$ cat src/rtl/ithre_pkg.sv
// shared constants and types of the ipv4 tcp/rtp header extractor
`default_nettype none

package ithre_pkg;

    // byte counter width and its saturation value
    localparam int unsigned COUNT_BITS = 8;
    localparam logic [COUNT_BITS-1:0] COUNT_MAX = {COUNT_BITS{1'b1}};

    // width for the length comparisons, one bit above the counter
    localparam int unsigned CMP_W = COUNT_BITS + 1;

    // stream widths
    localparam int unsigned IN_TDATA_W  = 8;
    localparam int unsigned RES_W       = 68;
    localparam int unsigned OUT_TDATA_W = 72;

    // protocol values and header thresholds
    localparam logic [3:0] IP_VERSION_4   = 4'd4;
    localparam logic [7:0] PROTO_TCP      = 8'd6;
    localparam logic [7:0] PROTO_UDP      = 8'd17;
    localparam int unsigned MIN_HDR_BYTES = 20;
    localparam int unsigned MIN_RTP_LEN   = 40;
    localparam int unsigned UDP_HDR_BYTES = 8;
    localparam logic [15:0] MIN_UDP_LEN   = 16'd20;

    // byte positions in the ip header
    localparam int unsigned IDX_VER_IHL  = 0;
    localparam int unsigned IDX_PROTOCOL = 9;

    // byte positions relative to the end of the ip header
    localparam int unsigned REL_SEQ_FIRST = 4;
    localparam int unsigned REL_SEQ_LAST  = 7;
    localparam int unsigned REL_ULEN_LAST = 5;
    localparam int unsigned REL_MARKER    = 9;
    localparam int unsigned REL_TS_FIRST  = 12;
    localparam int unsigned REL_TS_LAST   = 15;

    // one packet verdict
    typedef struct packed {
        logic        ipv4_ok;
        logic        tcp_valid;
        logic [31:0] tcp_sequence;
        logic        rtp_valid;
        logic [31:0] rtp_timestamp;
        logic        rtp_marker;
    } t_result;

endpackage

`default_nettype wire

$ cat src/rtl/ipv4_tcp_rtp_header_extractor_unit.sv
// top level of the ipv4 tcp/rtp header extractor
//
// A packet enters one byte per transaction on the slave stream, starting at
// the ipv4 header; tdata[7:0] is the byte and tlast marks the final byte.
// Bytes that are not last produce nothing on the master stream. The last byte
// of each packet produces one verdict transaction with the ipv4, tcp and rtp
// check flags, the tcp sequence number, rtp timestamp and rtp marker.
// A byte sits in the input register while the header state and checks are
// evaluated, and for the last byte the verdict is then loaded from there into
// the output register, which drives o_m_tvalid. Throughput is one byte per
// cycle unless a last byte must wait for the output register, as below.
// When the master side stalls, a verdict waits in the output register while
// non-last bytes keep flowing; only a further last byte waits in the input
// register, and the slave tready drops until the verdict is taken.
// A synchronous active-low reset empties both registers and returns the
// byte count and all captured fields to zero.
`default_nettype none

module ipv4_tcp_rtp_header_extractor_unit (
    input  wire logic                               i_clk,
    input  wire logic                               i_rst_n,
    // slave stream: tdata = data_byte[7:0], tlast = last_byte
    input  wire logic                               i_s_tvalid,
    output      logic                               o_s_tready,
    input  wire logic [ithre_pkg::IN_TDATA_W-1:0]   i_s_tdata,
    input  wire logic                               i_s_tlast,
    // master stream: tdata = ipv4_ok[0], tcp_valid[1], tcp_sequence[33:2],
    // rtp_valid[34], rtp_timestamp[66:35], rtp_marker[67], zeros[71:68]
    output      logic                               o_m_tvalid,
    input  wire logic                               i_m_tready,
    output      logic [ithre_pkg::OUT_TDATA_W-1:0]  o_m_tdata
);

    logic       r_s1_valid;
    logic [7:0] r_s1_byte;
    logic       r_s1_last;
    logic       r_m_valid;
    logic [ithre_pkg::OUT_TDATA_W-1:0] r_m_data;
    logic       w_out_free;
    logic       w_s1_go;
    ithre_pkg::t_result w_result;

    // stage advance control
    assign w_out_free = !r_m_valid || i_m_tready;
    assign w_s1_go    = r_s1_valid && (!r_s1_last || w_out_free);
    assign o_s_tready = !r_s1_valid || w_s1_go;
    assign o_m_tvalid = r_m_valid;
    assign o_m_tdata  = r_m_data;

    // header capture and checks
    ithre_hdr_state u_hdr_state (
        .i_clk       (i_clk),
        .i_rst_n     (i_rst_n),
        .i_step      (w_s1_go),
        .i_data_byte (r_s1_byte),
        .i_last_byte (r_s1_last),
        .o_result    (w_result)
    );

    // input register valid
    always_ff @(posedge i_clk) begin
        if (!i_rst_n) begin
            r_s1_valid <= 1'b0;
        end else if (o_s_tready) begin
            r_s1_valid <= i_s_tvalid;
        end
    end

    // input register payload
    always_ff @(posedge i_clk) begin
        if (o_s_tready && i_s_tvalid) begin
            r_s1_byte <= i_s_tdata[7:0];
            r_s1_last <= i_s_tlast;
        end
    end

    // output register valid
    always_ff @(posedge i_clk) begin
        if (!i_rst_n) begin
            r_m_valid <= 1'b0;
        end else if (w_s1_go && r_s1_last) begin
            r_m_valid <= 1'b1;
        end else if (i_m_tready) begin
            r_m_valid <= 1'b0;
        end
    end

    // output register payload
    always_ff @(posedge i_clk) begin
        if (w_s1_go && r_s1_last) begin
            r_m_data <= {(ithre_pkg::OUT_TDATA_W - ithre_pkg::RES_W)'(0),
                         w_result.rtp_marker, w_result.rtp_timestamp,
                         w_result.rtp_valid, w_result.tcp_sequence,
                         w_result.tcp_valid, w_result.ipv4_ok};
        end
    end

    // checks on the verdict path
    a_reset_empty: assert property (@(posedge i_clk)
        !i_rst_n |=> !r_m_valid && !r_s1_valid)
        else $error("registers not emptied by reset");
    a_tcp_rtp_excl: assert property (@(posedge i_clk) disable iff (!i_rst_n)
        r_m_valid |-> !(r_m_data[1] && r_m_data[34]))
        else $error("tcp and rtp both valid");
    a_tcp_needs_ip: assert property (@(posedge i_clk) disable iff (!i_rst_n)
        r_m_valid && r_m_data[1] |-> r_m_data[0])
        else $error("tcp valid without ipv4 ok");
    a_marker_needs_rtp: assert property (@(posedge i_clk) disable iff (!i_rst_n)
        r_m_valid && r_m_data[67] |-> r_m_data[34])
        else $error("rtp marker without rtp valid");

endmodule

`default_nettype wire

$ cat src/rtl/ithre_hdr_state.sv
// per-packet header field capture and end-of-packet checks
`default_nettype none

module ithre_hdr_state (
    input  wire logic                     i_clk,
    input  wire logic                     i_rst_n,
    input  wire logic                     i_step,
    input  wire logic [7:0]               i_data_byte,
    input  wire logic                     i_last_byte,
    output ithre_pkg::t_result            o_result
);

    logic [ithre_pkg::COUNT_BITS-1:0] r_count, n_count;
    logic [3:0]  r_version, n_version;
    logic [3:0]  r_ihl, n_ihl;
    logic [7:0]  r_proto, n_proto;
    logic [3:0]  r_offset, n_offset;
    logic [15:0] r_udp_len, n_udp_len;
    logic [31:0] r_seq, n_seq;
    logic [31:0] r_ts, n_ts;
    logic        r_marker, n_marker;

    // capture the fields carried by the current byte
    always_comb begin
        logic [ithre_pkg::COUNT_BITS-1:0] hl;
        logic [ithre_pkg::COUNT_BITS-1:0] rel;
        n_count   = r_count;
        n_version = r_version;
        n_ihl     = r_ihl;
        n_proto   = r_proto;
        n_offset  = r_offset;
        n_udp_len = r_udp_len;
        n_seq     = r_seq;
        n_ts      = r_ts;
        n_marker  = r_marker;
        hl  = ithre_pkg::COUNT_BITS'({r_ihl, 2'b00});
        rel = r_count - hl;
        if (r_count != ithre_pkg::COUNT_MAX) begin
            n_count = r_count + 1'b1;
            if (r_count == ithre_pkg::COUNT_BITS'(ithre_pkg::IDX_VER_IHL)) begin
                n_version = i_data_byte[7:4];
                n_ihl     = i_data_byte[3:0];
            end else begin
                if (r_count == ithre_pkg::COUNT_BITS'(ithre_pkg::IDX_PROTOCOL)) begin
                    n_proto = i_data_byte;
                end
                if (r_count >= hl) begin
                    if (rel >= ithre_pkg::COUNT_BITS'(ithre_pkg::REL_SEQ_FIRST) &&
                        rel <= ithre_pkg::COUNT_BITS'(ithre_pkg::REL_SEQ_LAST)) begin
                        n_seq = {r_seq[23:0], i_data_byte};
                    end
                    if (rel >= ithre_pkg::COUNT_BITS'(ithre_pkg::REL_SEQ_FIRST) &&
                        rel <= ithre_pkg::COUNT_BITS'(ithre_pkg::REL_ULEN_LAST)) begin
                        n_udp_len = {r_udp_len[7:0], i_data_byte};
                    end
                    if (rel == ithre_pkg::COUNT_BITS'(ithre_pkg::REL_MARKER)) begin
                        n_marker = i_data_byte[7];
                    end
                    if (rel == ithre_pkg::COUNT_BITS'(ithre_pkg::REL_TS_FIRST)) begin
                        n_offset = i_data_byte[7:4];
                    end
                    if (rel >= ithre_pkg::COUNT_BITS'(ithre_pkg::REL_TS_FIRST) &&
                        rel <= ithre_pkg::COUNT_BITS'(ithre_pkg::REL_TS_LAST)) begin
                        n_ts = {r_ts[23:0], i_data_byte};
                    end
                end
            end
        end
    end

    // packet checks on the state including the current byte
    always_comb begin
        logic [ithre_pkg::CMP_W-1:0] len;
        logic [ithre_pkg::CMP_W-1:0] hl;
        logic [ithre_pkg::CMP_W-1:0] tcp_hl;
        logic ip_ok, hl_ok, tcp_ok, rtp_ok;
        len    = ithre_pkg::CMP_W'(n_count);
        hl     = ithre_pkg::CMP_W'({n_ihl, 2'b00});
        tcp_hl = ithre_pkg::CMP_W'({n_offset, 2'b00});
        ip_ok  = len >= ithre_pkg::CMP_W'(ithre_pkg::MIN_HDR_BYTES) &&
                 n_version == ithre_pkg::IP_VERSION_4;
        hl_ok  = hl >= ithre_pkg::CMP_W'(ithre_pkg::MIN_HDR_BYTES) && hl <= len;
        tcp_ok = ip_ok && hl_ok && n_proto == ithre_pkg::PROTO_TCP &&
                 hl + ithre_pkg::CMP_W'(ithre_pkg::MIN_HDR_BYTES) <= len &&
                 hl + tcp_hl <= len;
        rtp_ok = len >= ithre_pkg::CMP_W'(ithre_pkg::MIN_RTP_LEN) &&
                 n_version == ithre_pkg::IP_VERSION_4 && hl_ok &&
                 n_proto == ithre_pkg::PROTO_UDP &&
                 hl + ithre_pkg::CMP_W'(ithre_pkg::UDP_HDR_BYTES) <= len &&
                 n_udp_len >= ithre_pkg::MIN_UDP_LEN &&
                 hl + ithre_pkg::CMP_W'(ithre_pkg::MIN_HDR_BYTES) <= len;
        o_result.ipv4_ok       = ip_ok;
        o_result.tcp_valid     = tcp_ok;
        o_result.tcp_sequence  = tcp_ok ? n_seq : 32'd0;
        o_result.rtp_valid     = rtp_ok;
        o_result.rtp_timestamp = rtp_ok ? n_ts : 32'd0;
        o_result.rtp_marker    = rtp_ok & n_marker;
    end

    // state update, cleared after the last byte of a packet
    always_ff @(posedge i_clk) begin
        if (!i_rst_n || (i_step && i_last_byte)) begin
            r_count   <= '0;
            r_version <= '0;
            r_ihl     <= '0;
            r_proto   <= '0;
            r_offset  <= '0;
            r_udp_len <= '0;
            r_seq     <= '0;
            r_ts      <= '0;
            r_marker  <= 1'b0;
        end else if (i_step) begin
            r_count   <= n_count;
            r_version <= n_version;
            r_ihl     <= n_ihl;
            r_proto   <= n_proto;
            r_offset  <= n_offset;
            r_udp_len <= n_udp_len;
            r_seq     <= n_seq;
            r_ts      <= n_ts;
            r_marker  <= n_marker;
        end
    end

    // checks on the field capture
    a_count_cleared: assert property (@(posedge i_clk) disable iff (!i_rst_n)
        (i_step && i_last_byte) |=> (r_count == '0))
        else $error("byte count not cleared after last byte");
    a_count_steps: assert property (@(posedge i_clk) disable iff (!i_rst_n)
        (i_step && !i_last_byte && r_count != ithre_pkg::COUNT_MAX) |=>
        (r_count == $past(r_count) + 1'b1))
        else $error("byte count did not advance");
    a_idle_holds: assert property (@(posedge i_clk) disable iff (!i_rst_n)
        !i_step |=> $stable(r_count) && $stable(r_seq) && $stable(r_ts))
        else $error("header state moved without a byte");

endmodule

`default_nettype wire
$ cat config.mk
export PLATFORM = sky130hd
export DESIGN_NAME = ipv4_tcp_rtp_header_extractor_unit
export DESIGN_NICKNAME = d
export VERILOG_FILES = /design/src/rtl/ithre_pkg.sv /design/src/rtl/ipv4_tcp_rtp_header_extractor_unit.sv /design/src/rtl/ithre_hdr_state.sv
export SDC_FILE = /design/constraint.sdc
export NUM_CORES = 1
export LEC_CHECK = 0
export BUFFER_PORTS_ARGS = -buffer_cell sky130_fd_sc_hd__buf_4
export CORE_MARGIN = 3
export CORE_UTILIZATION = 63
export CTS_BUF_LIST = sky130_fd_sc_hd__clkbuf_4 sky130_fd_sc_hd__clkbuf_8 sky130_fd_sc_hd__clkbuf_16
export CTS_CLUSTER_DIAMETER = 100
export DETAILED_ROUTE_END_ITERATION = 8
export GPL_TIMING_DRIVEN = 1
export HOLD_SLACK_MARGIN = 0.05
export MAX_ROUTING_LAYER = met4
export PLACE_DENSITY = 0.86
export SLEW_MARGIN = 20
export SYNTH_ARGS = -nofsm -noshare
export SYNTH_HDL_FRONTEND = slang
export SYNTH_SLANG_ARGS = --single-unit
$ cat constraint.sdc
create_clock -name i_clk -period 8.8 [get_ports i_clk]
set_input_delay 1.76 -clock i_clk [delete_from_list [all_inputs] [get_ports i_clk]]
set_output_delay 1.76 -clock i_clk [all_outputs]
set_load 0.03 [all_outputs]
==> results.toml <==
[status]
outcome = "finished, final reports clean"

[clock_network]
clock_latency_ns = 0.43
clock-sinks = 188
clk_transition_reported_paths_ns = 0.07
cts_tree = "done"
cts_inserted_buffers = 17
clockBufferDepth = 2
cts_setup_buffers = 0
htree_levels = 4
ctsResizeCount = 0
holdBufCountCts = 0
root_buffer = "clkbuf_16"

[sta]
layout_setup_ws_ns = 2.959
fin_skew_ns = 0.01120
relSlewSlack_pct = 24.48
setup_tns_ns = 0
slew_violations = 0
hold_ws_ns = 0.4587
hold_violations = 0
period_share_pct = 66.38
worst_pin_slew_ns = 1.129
rsz0062_at_grt = "false"
setup_violations = 0
max_freq_mhz = 171.2
fin_crit_ns = 5.841

[layout]
final_cell_mix = "mux2i_1, dfxtp_1, buf_4"
area_growth_pct = 13.13
diodes = 0
drive_gt1_share_pct = 20.13
nNetsFinal = 981
layout_commonest_cell = "mux2i_1"
fill_cells = 955

[floorplanning]
coreArea_mm2 = 0.01415
start_util_pct = 65.88
rows = 43
die_height_um = 127.6
dieWidth_um = 127.6
die_area_mm2 = 0.01629
ios = 87

[worst_hold_path]
hp-start = "u_hdr_state.r_proto[6]"
worst_hold_path_type = "reg2reg"
holdPathEnd = "u_hdr_state.r_proto[6]"
holdPathStages = 2

[yosys]
syn_area_mm2 = 0.009321
syn_area_per_cell_um2 = 10.53
seq_area_frac_synth_pct = 48.64
synth-seq-cells = 188
synth_cells = 885
synth_cell_types = 62
ys_async_sr_fraction_pct = 0
synth_edf_count = 77
ys_warn_count = 0
synthFlopType = "dfxtp_1"

[route]
drt_iter0_drc = 885
drc = 0
wl_um = 21080
ant_nets = 0
routedWlPerCell_um = 18.75
via_count = 6959
dr.pass1.iters = 5
vias_per_cell = 6.191

[critical_path]
startpoint_type = "flop"
critPathKind = "reg2reg"
r2r_end = "o_m_tdata[33]"
cp_data_arrival_time_ns = 5.99
r2r_start = "u_hdr_state.r_count[3]"
rr_worst_depth = 20
r2r_slack_ns = 2.96
endpoint_kind = "flop"
cp.required_ns = 8.95
crit_fanout = 33

[global_routing]
track_usage_pct = 26.83
grt_antenna_before_repair = 0
grt-ovfl-total = 0
grt_max_degree = 110
grt_pass1_wl_um = 33730
grt_pass1_vias = 6628

[pwr]
p_per_area_mw_per_mm2 = 169.8
leakagePower_nw = 4.550
peakVddDrop_mv = 0.1439

[placement]
hpwl_um = 13410
routabilityCongestion = 0.9028
numPortBuffers = 82
place_ws_ns = 3.015

[run]
maxCapViolations = 0
[flip-flops by register name (all words and copies together), names as in the netlist, 8 cells and up]
name / flops
u_hdr_state.r_seq: 32
o_m_tdata: 68
u_hdr_state.r_proto: 8
u_hdr_state.r_ts: 32
u_hdr_state.r_udp_len: 16
r_s1_byte: 8
u_hdr_state.r_count: 8
[power breakdown]
group,switching (mW),internal (mW),leakage (nW)
Sequential,0.00899,0.912,1.72
Combinational,0.0904,0.0497,2.56
Clock,0.331,0.398,0.270
Total,0.431,1.36,4.55
[synth_stat cells (all sizes together) (7+ instances only)]
cell type,instances,area (um2)
a211oi,7,57.55
a21o,9,67.56
a21oi,61,305.3
buf,34,211.5
clkbuf,39,146.4
dfxtp,111,2222
edfxtp,77,2312
ha,35,437.9
inv,19,71.32
mux2,7,78.82
mux2i,127,1271
nand2,25,93.84
nand3,53,270.3
nand4,12,81.33
nor2,80,300.3
nor3,72,576.8
nor4,7,58.81
o21ai,46,230.2
xnor2,7,61.31
[per-stage QoR]
step | cells | cell area (um2) | utilization, % | total power [mW]
floorplan | 888 | 9333 | - | 1.042
global placement | 1091 | 9957 | 70.37 | 1.077
detailed placement | 1091 | 9957 | 70.37 | 1.079
CTS | 1123 | 10510 | 74.30 | 1.795
global route | 1124 | 10550 | 74.52 | 1.849
finish | 1124 | 10550 | 74.52 | 1.791
[worst max-delay path: stages (launching register included)]
cell      delay, ns
dfxtp_1        0.58
inv_1          0.17
fa_1           0.50
nand2b_1       0.11
a21oi_1        0.07
a211oi_2       0.51
nand4b_1       0.15
buf_4          0.32
or2_2          0.39
mux2_2         0.28
ha_1           0.21
fa_1           0.46
a21o_1         0.17
a21o_1         0.17
ha_1           0.29
nand3_1        0.09
o21ai_0        0.17
o311ai_0       0.17
nand4_2        0.14
buf_4          0.47
nor3_1         0.12
[layout make-up]
type,count,area (um2),area share (%)
Clock inverter,13,116.4,1.103
Inverter,19,71.32,0.6763
Multi-Input combinational cell,608,4405,41.78
Clock buffer,19,440.4,4.177
Tap cell,180,225.2,2.136
Sequential cell,188,4534,43.00
Timing Repair Buffer,97,752.0,7.131
[cell families after synthesis]
logic type / count (synthesis) / share of synthesized area (%)
simple gates: 283 / 17.54
mux: 134 / 14.48
compound gates: 142 / 8.805
flops: 188 / 48.64
other cells: 1 / 0.04023
xor+xnor: 8 / 0.7517
fa+ha+maj: 37 / 5.128
buf+inv: 92 / 4.604
[routing by layer]
metal  vias up  global-route usage, %  wire, um
li1       3294                      -         -
met1      3363                  35.48      9176
met2       271                  42.30     10210
met3        31                  5.268      1326
met4         0                  8.052       365
met5         -                      -         0
[how the worst max path moves through the flow]
stage / startpoint / endpoint / slack, ns
after floorplan: u_hdr_state.r_count[2] / o_m_tdata[4] / 3.72
after global placement: u_hdr_state.r_count[2] / o_m_tdata[3] / 3.11
after detailed placement: u_hdr_state.r_count[2] / o_m_tdata[33] / 3.02
after CTS: u_hdr_state.r_count[2] / o_m_tdata[33] / 2.99
after global routing: u_hdr_state.r_count[2] / o_m_tdata[33] / 2.51
final: u_hdr_state.r_count[3] / o_m_tdata[33] / 2.96
No activity file was read; power rests on OpenSTA's default activity.
